===== src/design/assert_macros.svh =====
// Assertion macros used by the FIR convolution controller.
// Simulation builds get concurrent assertions; synthesis builds get nothing.
// Uses the clk and arst_n names of the including module.
`ifndef ASSERT_MACROS_SVH
`define ASSERT_MACROS_SVH

`ifndef SYNTHESIS
`define BFC_ASSERT(lbl, prop, msg) \
	lbl: assert property (@(posedge clk) disable iff (!arst_n) prop) else $error(msg);
`define BFC_ASSERT_NEVER(lbl, cond, msg) \
	lbl: assert property (@(posedge clk) disable iff (!arst_n) !(cond)) else $error(msg);
`else
`define BFC_ASSERT(lbl, prop, msg)
`define BFC_ASSERT_NEVER(lbl, cond, msg)
`endif

`endif


===== src/design/bfc_pkg.sv =====
// Shared constants, register indexes and the controller command struct
// for the block FIR convolution. No dependencies.
package bfc_pkg;

	localparam int MAX_TAPS_DEF  = 16;
	localparam int MAX_BLOCK_DEF = 32;

	localparam int SAMPLE_W    = 16;
	localparam int TAP_IDX_W   = 4;
	localparam int PROD_W      = 2 * SAMPLE_W;
	localparam int RESULT_W    = 36;
	localparam int TAP_COUNT_W = 5;
	localparam int BLOCK_LEN_W = 6;

	localparam int S_TDATA_W = 24;
	localparam int M_TDATA_W = 40;
	localparam int VALUE_LSB = TAP_IDX_W;

	localparam int CFG_IDX_W  = 2;
	localparam int CFG_DATA_W = 6;

	localparam logic [CFG_IDX_W-1:0] REG_TAP_COUNT    = 2'd0;
	localparam logic [CFG_IDX_W-1:0] REG_BLOCK_LENGTH = 2'd1;

	localparam logic [TAP_COUNT_W-1:0] TAP_COUNT_RST = 5'd16;
	localparam logic [BLOCK_LEN_W-1:0] BLOCK_LEN_RST = 6'd32;

	localparam logic OP_COEF   = 1'b0;
	localparam logic OP_SAMPLE = 1'b1;

	typedef struct packed {
		logic coef_wr;
		logic push_sample;
		logic clear_hist;
		logic push_zero;
		logic acc_clr;
		logic mac_issue;
		logic out_load;
		logic out_last;
	} bfc_cmd_t;

endpackage


===== src/design/block_fir_convolution.sv =====
// Top level of the block FIR convolution: configuration registers, stream
// ports, controller and datapath. Uses bfc_pkg, bfc_ctrl and bfc_datapath.
//
//   Port group  Direction  Contents
//   s_t*        in         tuser: op; tdata: tap_index [3:0], value [19:4]
//   m_t*        out        tdata: result [35:0]; tlast: last output of a block
//   cfg_*       in         cfg_index selects tap_count (0) or block_length (1)
//
// A coefficient transaction is written to the store as it is accepted. A sample
// transaction runs acceptance, one multiply-accumulate per tap through the single
// multiplier, a flush that drains the product register and a write that loads the
// output register. A block's last sample adds taps-1 zero-input tail outputs.
// Reset clears the coefficient store, the sample history and the position.
// A stalled output register holds the next result back in its write step.
module block_fir_convolution import bfc_pkg::*; #(
	parameter int MAX_TAPS  = MAX_TAPS_DEF,
	parameter int MAX_BLOCK = MAX_BLOCK_DEF
) (
	input  logic                  clk,
	input  logic                  arst_n,
	input  logic                  s_tvalid,
	output logic                  s_tready,
	input  logic [S_TDATA_W-1:0]  s_tdata,   // tap_index, value
	input  logic                  s_tuser,   // op
	output logic                  m_tvalid,
	input  logic                  m_tready,
	output logic [M_TDATA_W-1:0]  m_tdata,   // result
	output logic                  m_tlast,
	input  logic                  cfg_valid,
	output logic                  cfg_ready,
	input  logic [CFG_IDX_W-1:0]  cfg_index,
	input  logic [CFG_DATA_W-1:0] cfg_data
);

	localparam int TAP_W = (MAX_TAPS > 1) ? $clog2(MAX_TAPS) : 1;

	logic [TAP_COUNT_W-1:0] tap_count_q;
	logic [BLOCK_LEN_W-1:0] block_length_q;
	bfc_cmd_t               cmd;
	logic [TAP_W-1:0]       mac_idx;
	logic [RESULT_W-1:0]    result;

	assign cfg_ready = 1'b1;

	always_ff @(posedge clk or negedge arst_n) begin
		if (!arst_n) begin
			tap_count_q    <= TAP_COUNT_RST;
			block_length_q <= BLOCK_LEN_RST;
		end else if (cfg_valid) begin
			case (cfg_index)
				REG_TAP_COUNT: begin
					tap_count_q <= cfg_data[TAP_COUNT_W-1:0];
				end
				REG_BLOCK_LENGTH: begin
					block_length_q <= cfg_data[BLOCK_LEN_W-1:0];
				end
				default: begin
				end
			endcase
		end
	end

	bfc_ctrl #(
		.MAX_TAPS  (MAX_TAPS),
		.MAX_BLOCK (MAX_BLOCK)
	) u_ctrl (
		.clk          (clk),
		.arst_n       (arst_n),
		.s_tvalid     (s_tvalid),
		.s_tready     (s_tready),
		.s_op         (s_tuser),
		.tap_count    (tap_count_q),
		.block_length (block_length_q),
		.m_tready     (m_tready),
		.m_tvalid     (m_tvalid),
		.cmd          (cmd),
		.mac_idx      (mac_idx)
	);

	bfc_datapath #(
		.MAX_TAPS (MAX_TAPS)
	) u_datapath (
		.clk       (clk),
		.arst_n    (arst_n),
		.cmd       (cmd),
		.mac_idx   (mac_idx),
		.tap_index (s_tdata[TAP_IDX_W-1:0]),
		.value     (s_tdata[VALUE_LSB +: SAMPLE_W]),
		.result    (result),
		.last      (m_tlast)
	);

	assign m_tdata = {{(M_TDATA_W-RESULT_W){1'b0}}, result};

endmodule


===== src/design/bfc_datapath.sv =====
// Datapath: coefficient store, sample history shift line, registered
// multiplier, accumulator and output register. Uses bfc_pkg.
module bfc_datapath import bfc_pkg::*; #(
	parameter int MAX_TAPS = MAX_TAPS_DEF,
	localparam int TAP_W = (MAX_TAPS > 1) ? $clog2(MAX_TAPS) : 1
) (
	input  logic                       clk,
	input  logic                       arst_n,
	input  bfc_cmd_t                   cmd,
	input  logic [TAP_W-1:0]           mac_idx,
	input  logic [TAP_IDX_W-1:0]       tap_index,
	input  logic signed [SAMPLE_W-1:0] value,
	output logic [RESULT_W-1:0]        result,
	output logic                       last
);

	logic signed [SAMPLE_W-1:0] coef_q [MAX_TAPS];
	logic signed [SAMPLE_W-1:0] hist_q [MAX_TAPS];
	logic signed [PROD_W-1:0]   prod_s1;
	logic                       pv_s1;
	logic signed [RESULT_W-1:0] acc_q;
	logic [RESULT_W-1:0]        result_q;
	logic                       last_q;

	always_ff @(posedge clk or negedge arst_n) begin
		if (!arst_n) begin
			for (int i = 0; i < MAX_TAPS; i++) begin
				coef_q[i] <= '0;
			end
		end else if (cmd.coef_wr && (int'(tap_index) < MAX_TAPS)) begin
			coef_q[TAP_W'(tap_index)] <= value;
		end
	end

	always_ff @(posedge clk or negedge arst_n) begin
		if (!arst_n) begin
			for (int i = 0; i < MAX_TAPS; i++) begin
				hist_q[i] <= '0;
			end
		end else if (cmd.push_sample || cmd.push_zero) begin
			for (int i = MAX_TAPS - 1; i > 0; i--) begin
				hist_q[i] <= cmd.clear_hist ? '0 : hist_q[i-1];
			end
			hist_q[0] <= cmd.push_sample ? value : '0;
		end
	end

	always_ff @(posedge clk or negedge arst_n) begin
		if (!arst_n) begin
			pv_s1 <= 1'b0;
		end else begin
			pv_s1 <= cmd.mac_issue;
		end
	end

	always_ff @(posedge clk) begin
		prod_s1 <= hist_q[mac_idx] * coef_q[mac_idx];
		if (cmd.acc_clr) begin
			acc_q <= '0;
		end else if (pv_s1) begin
			acc_q <= acc_q + {{(RESULT_W-PROD_W){prod_s1[PROD_W-1]}}, prod_s1};
		end
		if (cmd.out_load) begin
			result_q <= acc_q;
			last_q   <= cmd.out_last;
		end
	end

	assign result = result_q;
	assign last   = last_q;

endmodule


===== src/design/bfc_ctrl.sv =====
// Controller: sequences sample pushes, tap-by-tap accumulation, tail outputs
// and the output handshake. Uses bfc_pkg and assert_macros.svh.
`include "assert_macros.svh"
module bfc_ctrl import bfc_pkg::*; #(
	parameter int MAX_TAPS  = MAX_TAPS_DEF,
	parameter int MAX_BLOCK = MAX_BLOCK_DEF,
	localparam int TAP_W = (MAX_TAPS > 1) ? $clog2(MAX_TAPS) : 1
) (
	input  logic                   clk,
	input  logic                   arst_n,
	input  logic                   s_tvalid,
	output logic                   s_tready,
	input  logic                   s_op,
	input  logic [TAP_COUNT_W-1:0] tap_count,
	input  logic [BLOCK_LEN_W-1:0] block_length,
	input  logic                   m_tready,
	output logic                   m_tvalid,
	output bfc_cmd_t               cmd,
	output logic [TAP_W-1:0]       mac_idx
);

	localparam int CNT_W = $clog2(MAX_TAPS + 1);
	localparam int POS_W = (MAX_BLOCK > 1) ? $clog2(MAX_BLOCK) : 1;
	localparam int CMP_W = ((POS_W > BLOCK_LEN_W) ? POS_W : BLOCK_LEN_W) + 1;

	typedef enum logic [3:0] {
		ST_IDLE  = 4'b0001,
		ST_MAC   = 4'b0010,
		ST_FLUSH = 4'b0100,
		ST_WRITE = 4'b1000
	} state_t;

	state_t             state_q, state_d;
	logic [TAP_W-1:0]   k_q, k_d;
	logic [TAP_W-1:0]   rem_q, rem_d;
	logic               ends_q;
	logic [POS_W-1:0]   pos_q;
	logic               out_valid_q;
	logic [CNT_W-1:0]   taps;
	logic [CNT_W-1:0]   taps_m1;
	logic [TAP_W-1:0]   last_k;
	logic [CMP_W-1:0]   len;
	logic               ends;
	logic               accept;
	logic               slot_free;

	always_comb begin
		if (tap_count == '0) begin
			taps = CNT_W'(1);
		end else if (int'(tap_count) > MAX_TAPS) begin
			taps = CNT_W'(MAX_TAPS);
		end else begin
			taps = CNT_W'(tap_count);
		end
		if (block_length == '0) begin
			len = CMP_W'(1);
		end else if (int'(block_length) > MAX_BLOCK) begin
			len = CMP_W'(MAX_BLOCK);
		end else begin
			len = CMP_W'(block_length);
		end
	end

	assign taps_m1   = taps - CNT_W'(1);
	assign last_k    = TAP_W'(taps_m1);
	assign ends      = (CMP_W'(pos_q) + CMP_W'(1)) >= len;
	assign s_tready  = (state_q == ST_IDLE);
	assign accept    = s_tvalid && s_tready;
	assign slot_free = !out_valid_q || m_tready;
	assign mac_idx   = k_q;
	assign m_tvalid  = out_valid_q;

	always_comb begin
		state_d = state_q;
		k_d     = k_q;
		rem_d   = rem_q;
		cmd     = '0;
		case (state_q)
			ST_IDLE: begin
				if (accept) begin
					if (s_op == OP_COEF) begin
						cmd.coef_wr = 1'b1;
					end else begin
						cmd.push_sample = 1'b1;
						cmd.clear_hist  = (pos_q == '0);
						cmd.acc_clr     = 1'b1;
						k_d             = '0;
						rem_d           = ends ? last_k : '0;
						state_d         = ST_MAC;
					end
				end
			end
			ST_MAC: begin
				cmd.mac_issue = 1'b1;
				if (k_q == last_k) begin
					state_d = ST_FLUSH;
				end else begin
					k_d = k_q + TAP_W'(1);
				end
			end
			ST_FLUSH: begin
				state_d = ST_WRITE;
			end
			ST_WRITE: begin
				if (slot_free) begin
					cmd.out_load = 1'b1;
					cmd.out_last = ends_q && (rem_q == '0);
					if (rem_q != '0) begin
						cmd.push_zero = 1'b1;
						cmd.acc_clr   = 1'b1;
						rem_d         = rem_q - TAP_W'(1);
						k_d           = '0;
						state_d       = ST_MAC;
					end else begin
						state_d = ST_IDLE;
					end
				end
			end
			default: begin
				state_d = ST_IDLE;
			end
		endcase
	end

	always_ff @(posedge clk or negedge arst_n) begin
		if (!arst_n) begin
			state_q     <= ST_IDLE;
			k_q         <= '0;
			rem_q       <= '0;
			ends_q      <= 1'b0;
			pos_q       <= '0;
			out_valid_q <= 1'b0;
		end else begin
			state_q <= state_d;
			k_q     <= k_d;
			rem_q   <= rem_d;
			if (cmd.push_sample) begin
				ends_q <= ends;
				pos_q  <= ends ? '0 : pos_q + POS_W'(1);
			end
			if (cmd.out_load) begin
				out_valid_q <= 1'b1;
			end else if (m_tready) begin
				out_valid_q <= 1'b0;
			end
		end
	end

	`BFC_ASSERT(a_sample_starts_mac, (accept && s_op == OP_SAMPLE) |=> (state_q == ST_MAC), "sample transaction did not start accumulation")
	`BFC_ASSERT(a_tail_only_at_end, (rem_q != '0) |-> ends_q, "tail outputs pending outside a block end")
	`BFC_ASSERT(a_tap_in_range, (state_q == ST_MAC) |-> (k_q <= last_k), "tap counter beyond taps in use")
	`BFC_ASSERT_NEVER(a_no_overwrite, cmd.out_load && out_valid_q && !m_tready, "pending result overwritten")

endmodule

===== config.mk =====
export PLATFORM = sky130hd
export DESIGN_NAME = block_fir_convolution
export DESIGN_NICKNAME = d
export VERILOG_FILES = /design/src/design/bfc_pkg.sv /design/src/design/block_fir_convolution.sv /design/src/design/bfc_datapath.sv /design/src/design/bfc_ctrl.sv
export VERILOG_INCLUDE_DIRS = /design/src /design/src/design
export SDC_FILE = /design/constraint.sdc
export NUM_CORES = 2
export LEC_CHECK = 0
export ABC_AREA = 1
export BUFFER_PORTS_ARGS = -buffer_cell sky130_fd_sc_hd__buf_2
export CAP_MARGIN = 15
export CORE_MARGIN = 1
export CORE_UTILIZATION = 30
export CTS_CLUSTER_SIZE = 12
export DETAILED_ROUTE_END_ITERATION = 7
export HOLD_SLACK_MARGIN = 0.08
export MAX_ROUTING_LAYER = met4
export PLACE_DENSITY = 0.52
export REMOVE_ABC_BUFFERS = 1
export SKIP_LAST_GASP = 1
export SYNTH_ARGS = -nofsm -noshare
export SYNTH_HDL_FRONTEND = slang
export SYNTH_SLANG_ARGS = --single-unit
export TNS_END_PERCENT = 1

===== constraint.sdc =====
create_clock -name clk -period 5.8 [get_ports clk]
set_input_delay 0 -clock clk [delete_from_list [all_inputs] [get_ports clk]]
set_output_delay 0 -clock clk [all_outputs]
set_load 0.02 [all_outputs]

==> impl_metrics.yaml <==
detailed_routing:
  wl_mm: 122
  via_per_inst: 4.72
  drc: 0
  wl_met3_mm: 5.12
  routedWlPerCell_um: 16.5
  m1WireLength_mm: 57.8
  met2RoutedLength_mm: 56.5
  ant_nets: 0
  top_layer: "met4"
  routed-via-count: 34821
  dr.pass1.iters: 6
  drt-initial-drc-count: 2653
timing:
  slew_viol_final: 0
  max_freq_ghz: 0.150
  skew_ns: 0.0441
  rsz0062_at_grt: "yes"
  setup_viol: 24
  tns_ns: -15.85
  tightestPinTransition_ns: 1.03
  slew_headroom_pct: 31.2
  hold_viol_final: 0
  fin_crit_ns: 6.67
  fin_crit_sh_pct: 115
  fin_ws_ns: -0.867
floorplan:
  die_area_um2: 138000
  initial_core_util_pct: 30.3
  fp.dieH_um: 372
  ios: 82
  std_cell_rows: 135
  fp.dieW_um: 372
  coreArea_um2: 136000
global_route:
  grt_start_max_net_pins: 187
  grt_overflow: 0
  grt_first_pass_wirelength_mm: 197
  antenna_found_initial: 4
  grt_usage_pct: 18.5
  first_global_vias: 34713
final_layout:
  fin_util_pct: 37.2
  fin_nets: 5962
  design_area_um2: 50500
  fillCellCount: 14006
  fin_cells: 7378
  drive_gt1_share_pct: 14.5
  area_growth_pct: 23.0
clock_network:
  path_clk_slew_ns: 0.08
  clock_path_buffers: 3
  cts_tree: "built"
  cts_buffers: 80
  cts-root-buf: "clkbuf_16"
  clock_latency_ns: 0.69
  htree_levels: 3
  clkSinkCount: 648
synth:
  synth.most_common_cell: "nand2_1"
  synth_edf_count: 37
  yosys.area.top_type_share_pct: 32.9
  ys_seq_area_share_pct: 39.1
  yosysTopAreaCell: "dfrtp_1"
  yosysWarnings: 0
  ys.flop_type: "dfrtp_1"
  async_flop_share_pct: 83.8
  synthCells: 5105
  ys_seq_elements: 648
  synth_commonest_cells: "nand2_1, inv_1, o21ai_0"
  synthTopCellsByArea: "dfrtp_1, fa_1, nand2_1"
  synth_cell_types: 51
  syn_avg_cell_area_um2: 8.04
  synth.cell_area_um2: 41100
setup_path:
  start_kind: "flip-flop"
  required_ns: 6.36
  crit_path_frequent_cell: "nand2_1"
  arrival_ns: 7.22
  worst-setup-path-type: "reg -> reg"
  endpoint_kind: "flip-flop"
  path_max_fanout: 16
  slowest_stage: "dfrtp_4"
  max_stage_delay_ns: 0.58
placement:
  place_hpwl_mm: 84.2
  port_buffers: 72
  gp_congestion: 0.889
  dpl-instance-area_um2: 46800
  dp.cells: 7179
flow_run:
  maxCapViolCount: 0
status:
  violations: "negative setup slack"
  status: "complete, but fails checks"
worst_hold_path:
  hp-class: "in -> reg"
## worst max-delay path, delay by kind of cell (launching register included)
family / cells / cell delay, ns
adder cells (fa/ha/maj): 7 / 3.30
AND/OR/NAND/NOR: 7 / 0.74
buffers and inverters: 9 / 1.02
flip-flops: 1 / 0.58
XOR/XNOR: 1 / 0.16
AO/OA/AOI/OAI: 4 / 0.70
## metrics by stage
step                hold slack [ns]  worst slack (ns)
global placement             0.0881             -1.07
finish                        0.140            -0.867
detailed placement           0.0829             -1.07
floorplan                    -0.296             -7.63
global route                  0.137             -1.16
CTS                          0.0936            -0.868
## layer usage
layer,GRT usage (%),up-vias
li1,-,17155
met1,25.2,16869
met2,29.4,661
met3,2.23,136
met4,4.07,0
met5,-,-
## registers in the layout, summed over array words and instances (netlist names), 5 cells and up
name	count
u_datapath.hist_q	256
u_ctrl.pos_q	5
u_datapath.coef_q	256
u_datapath.prod_s1	32
block_length_q	6
u_datapath.result	36
u_datapath.acc_q	36
tap_count_q	5
## cells by family after synthesis
logic type | count (synthesis) | synth area share, %
AO/OA/AOI/OAI | 987 | 12.7
buffers and inverters | 1044 | 10.3
other | 2 | 0.0183
flip-flops | 648 | 39.1
XOR/XNOR | 56 | 1.19
adder cells (fa/ha/maj) | 391 | 16.7
AND/OR/NAND/NOR | 1977 | 19.9
## cell type report
class / instances / area (um2) / area share (%)
multi-input combinational: 3416 / 21100 / 41.8
sequential: 648 / 16100 / 31.8
timing repair buffer: 636 / 5500 / 10.9
inverter: 751 / 2830 / 5.61
clock buffer: 117 / 2340 / 4.64
tap: 1781 / 2230 / 4.41
clock inverter: 28 / 423 / 0.837
antenna: 1 / 2.50 / 0.00495
## layout by cell type (no fill, tap or decap), types with 37 or more instances in the layout
cell and count:
nor2_1 259, o21ai_1 73, dfxtp_1 68, ha_1 123, buf_12 53, buf_2 71
o21ai_0 582, inv_1 743, fa_1 260, dlygate4sd3_1 43, nand2_1 1211, edfxtp_1 37
buf_4 456, nand3_1 383, clkbuf_16 82, nand4_1 54, dfrtp_1 536, a21oi_1 217
## what timing repair did
action | CTS | global route
pin swaps | 8 | 6
hold buffers | 44 | 0
endpoints found under the hold margin | 473 | 0
cloned | 2 | 0
gates resized for setup | 51 | 27
setup buffers | 3 | 4
setup endpoints to repair | 24 | 25
## final timing paths
| kind | from | slack [ns] | endpoint | cells after the start |
|---|---|---|---|---|
| min | cfg_data[0] | 0.14 | tap_count_q[0] | 4 |
| min reg2reg | u_datapath.acc_q[33] | 0.48 | u_datapath.result[33] | 0 |
| max reg2reg | u_ctrl.mac_idx[0] | -0.87 | u_datapath.prod_s1[26] | 28 |
| max | u_ctrl.mac_idx[0] | -0.87 | u_datapath.prod_s1[26] | 28 |
| max in group asynchronous | arst_n | 4.38 | u_datapath.pv_s1 | 4 |
| min in group asynchronous | arst_n | 0.46 | block_length_q[5] | 3 |
Power is left out: the tool's default activity adds up to more than one toggle a clock period on the data nets, which glitch-free logic cannot reach.
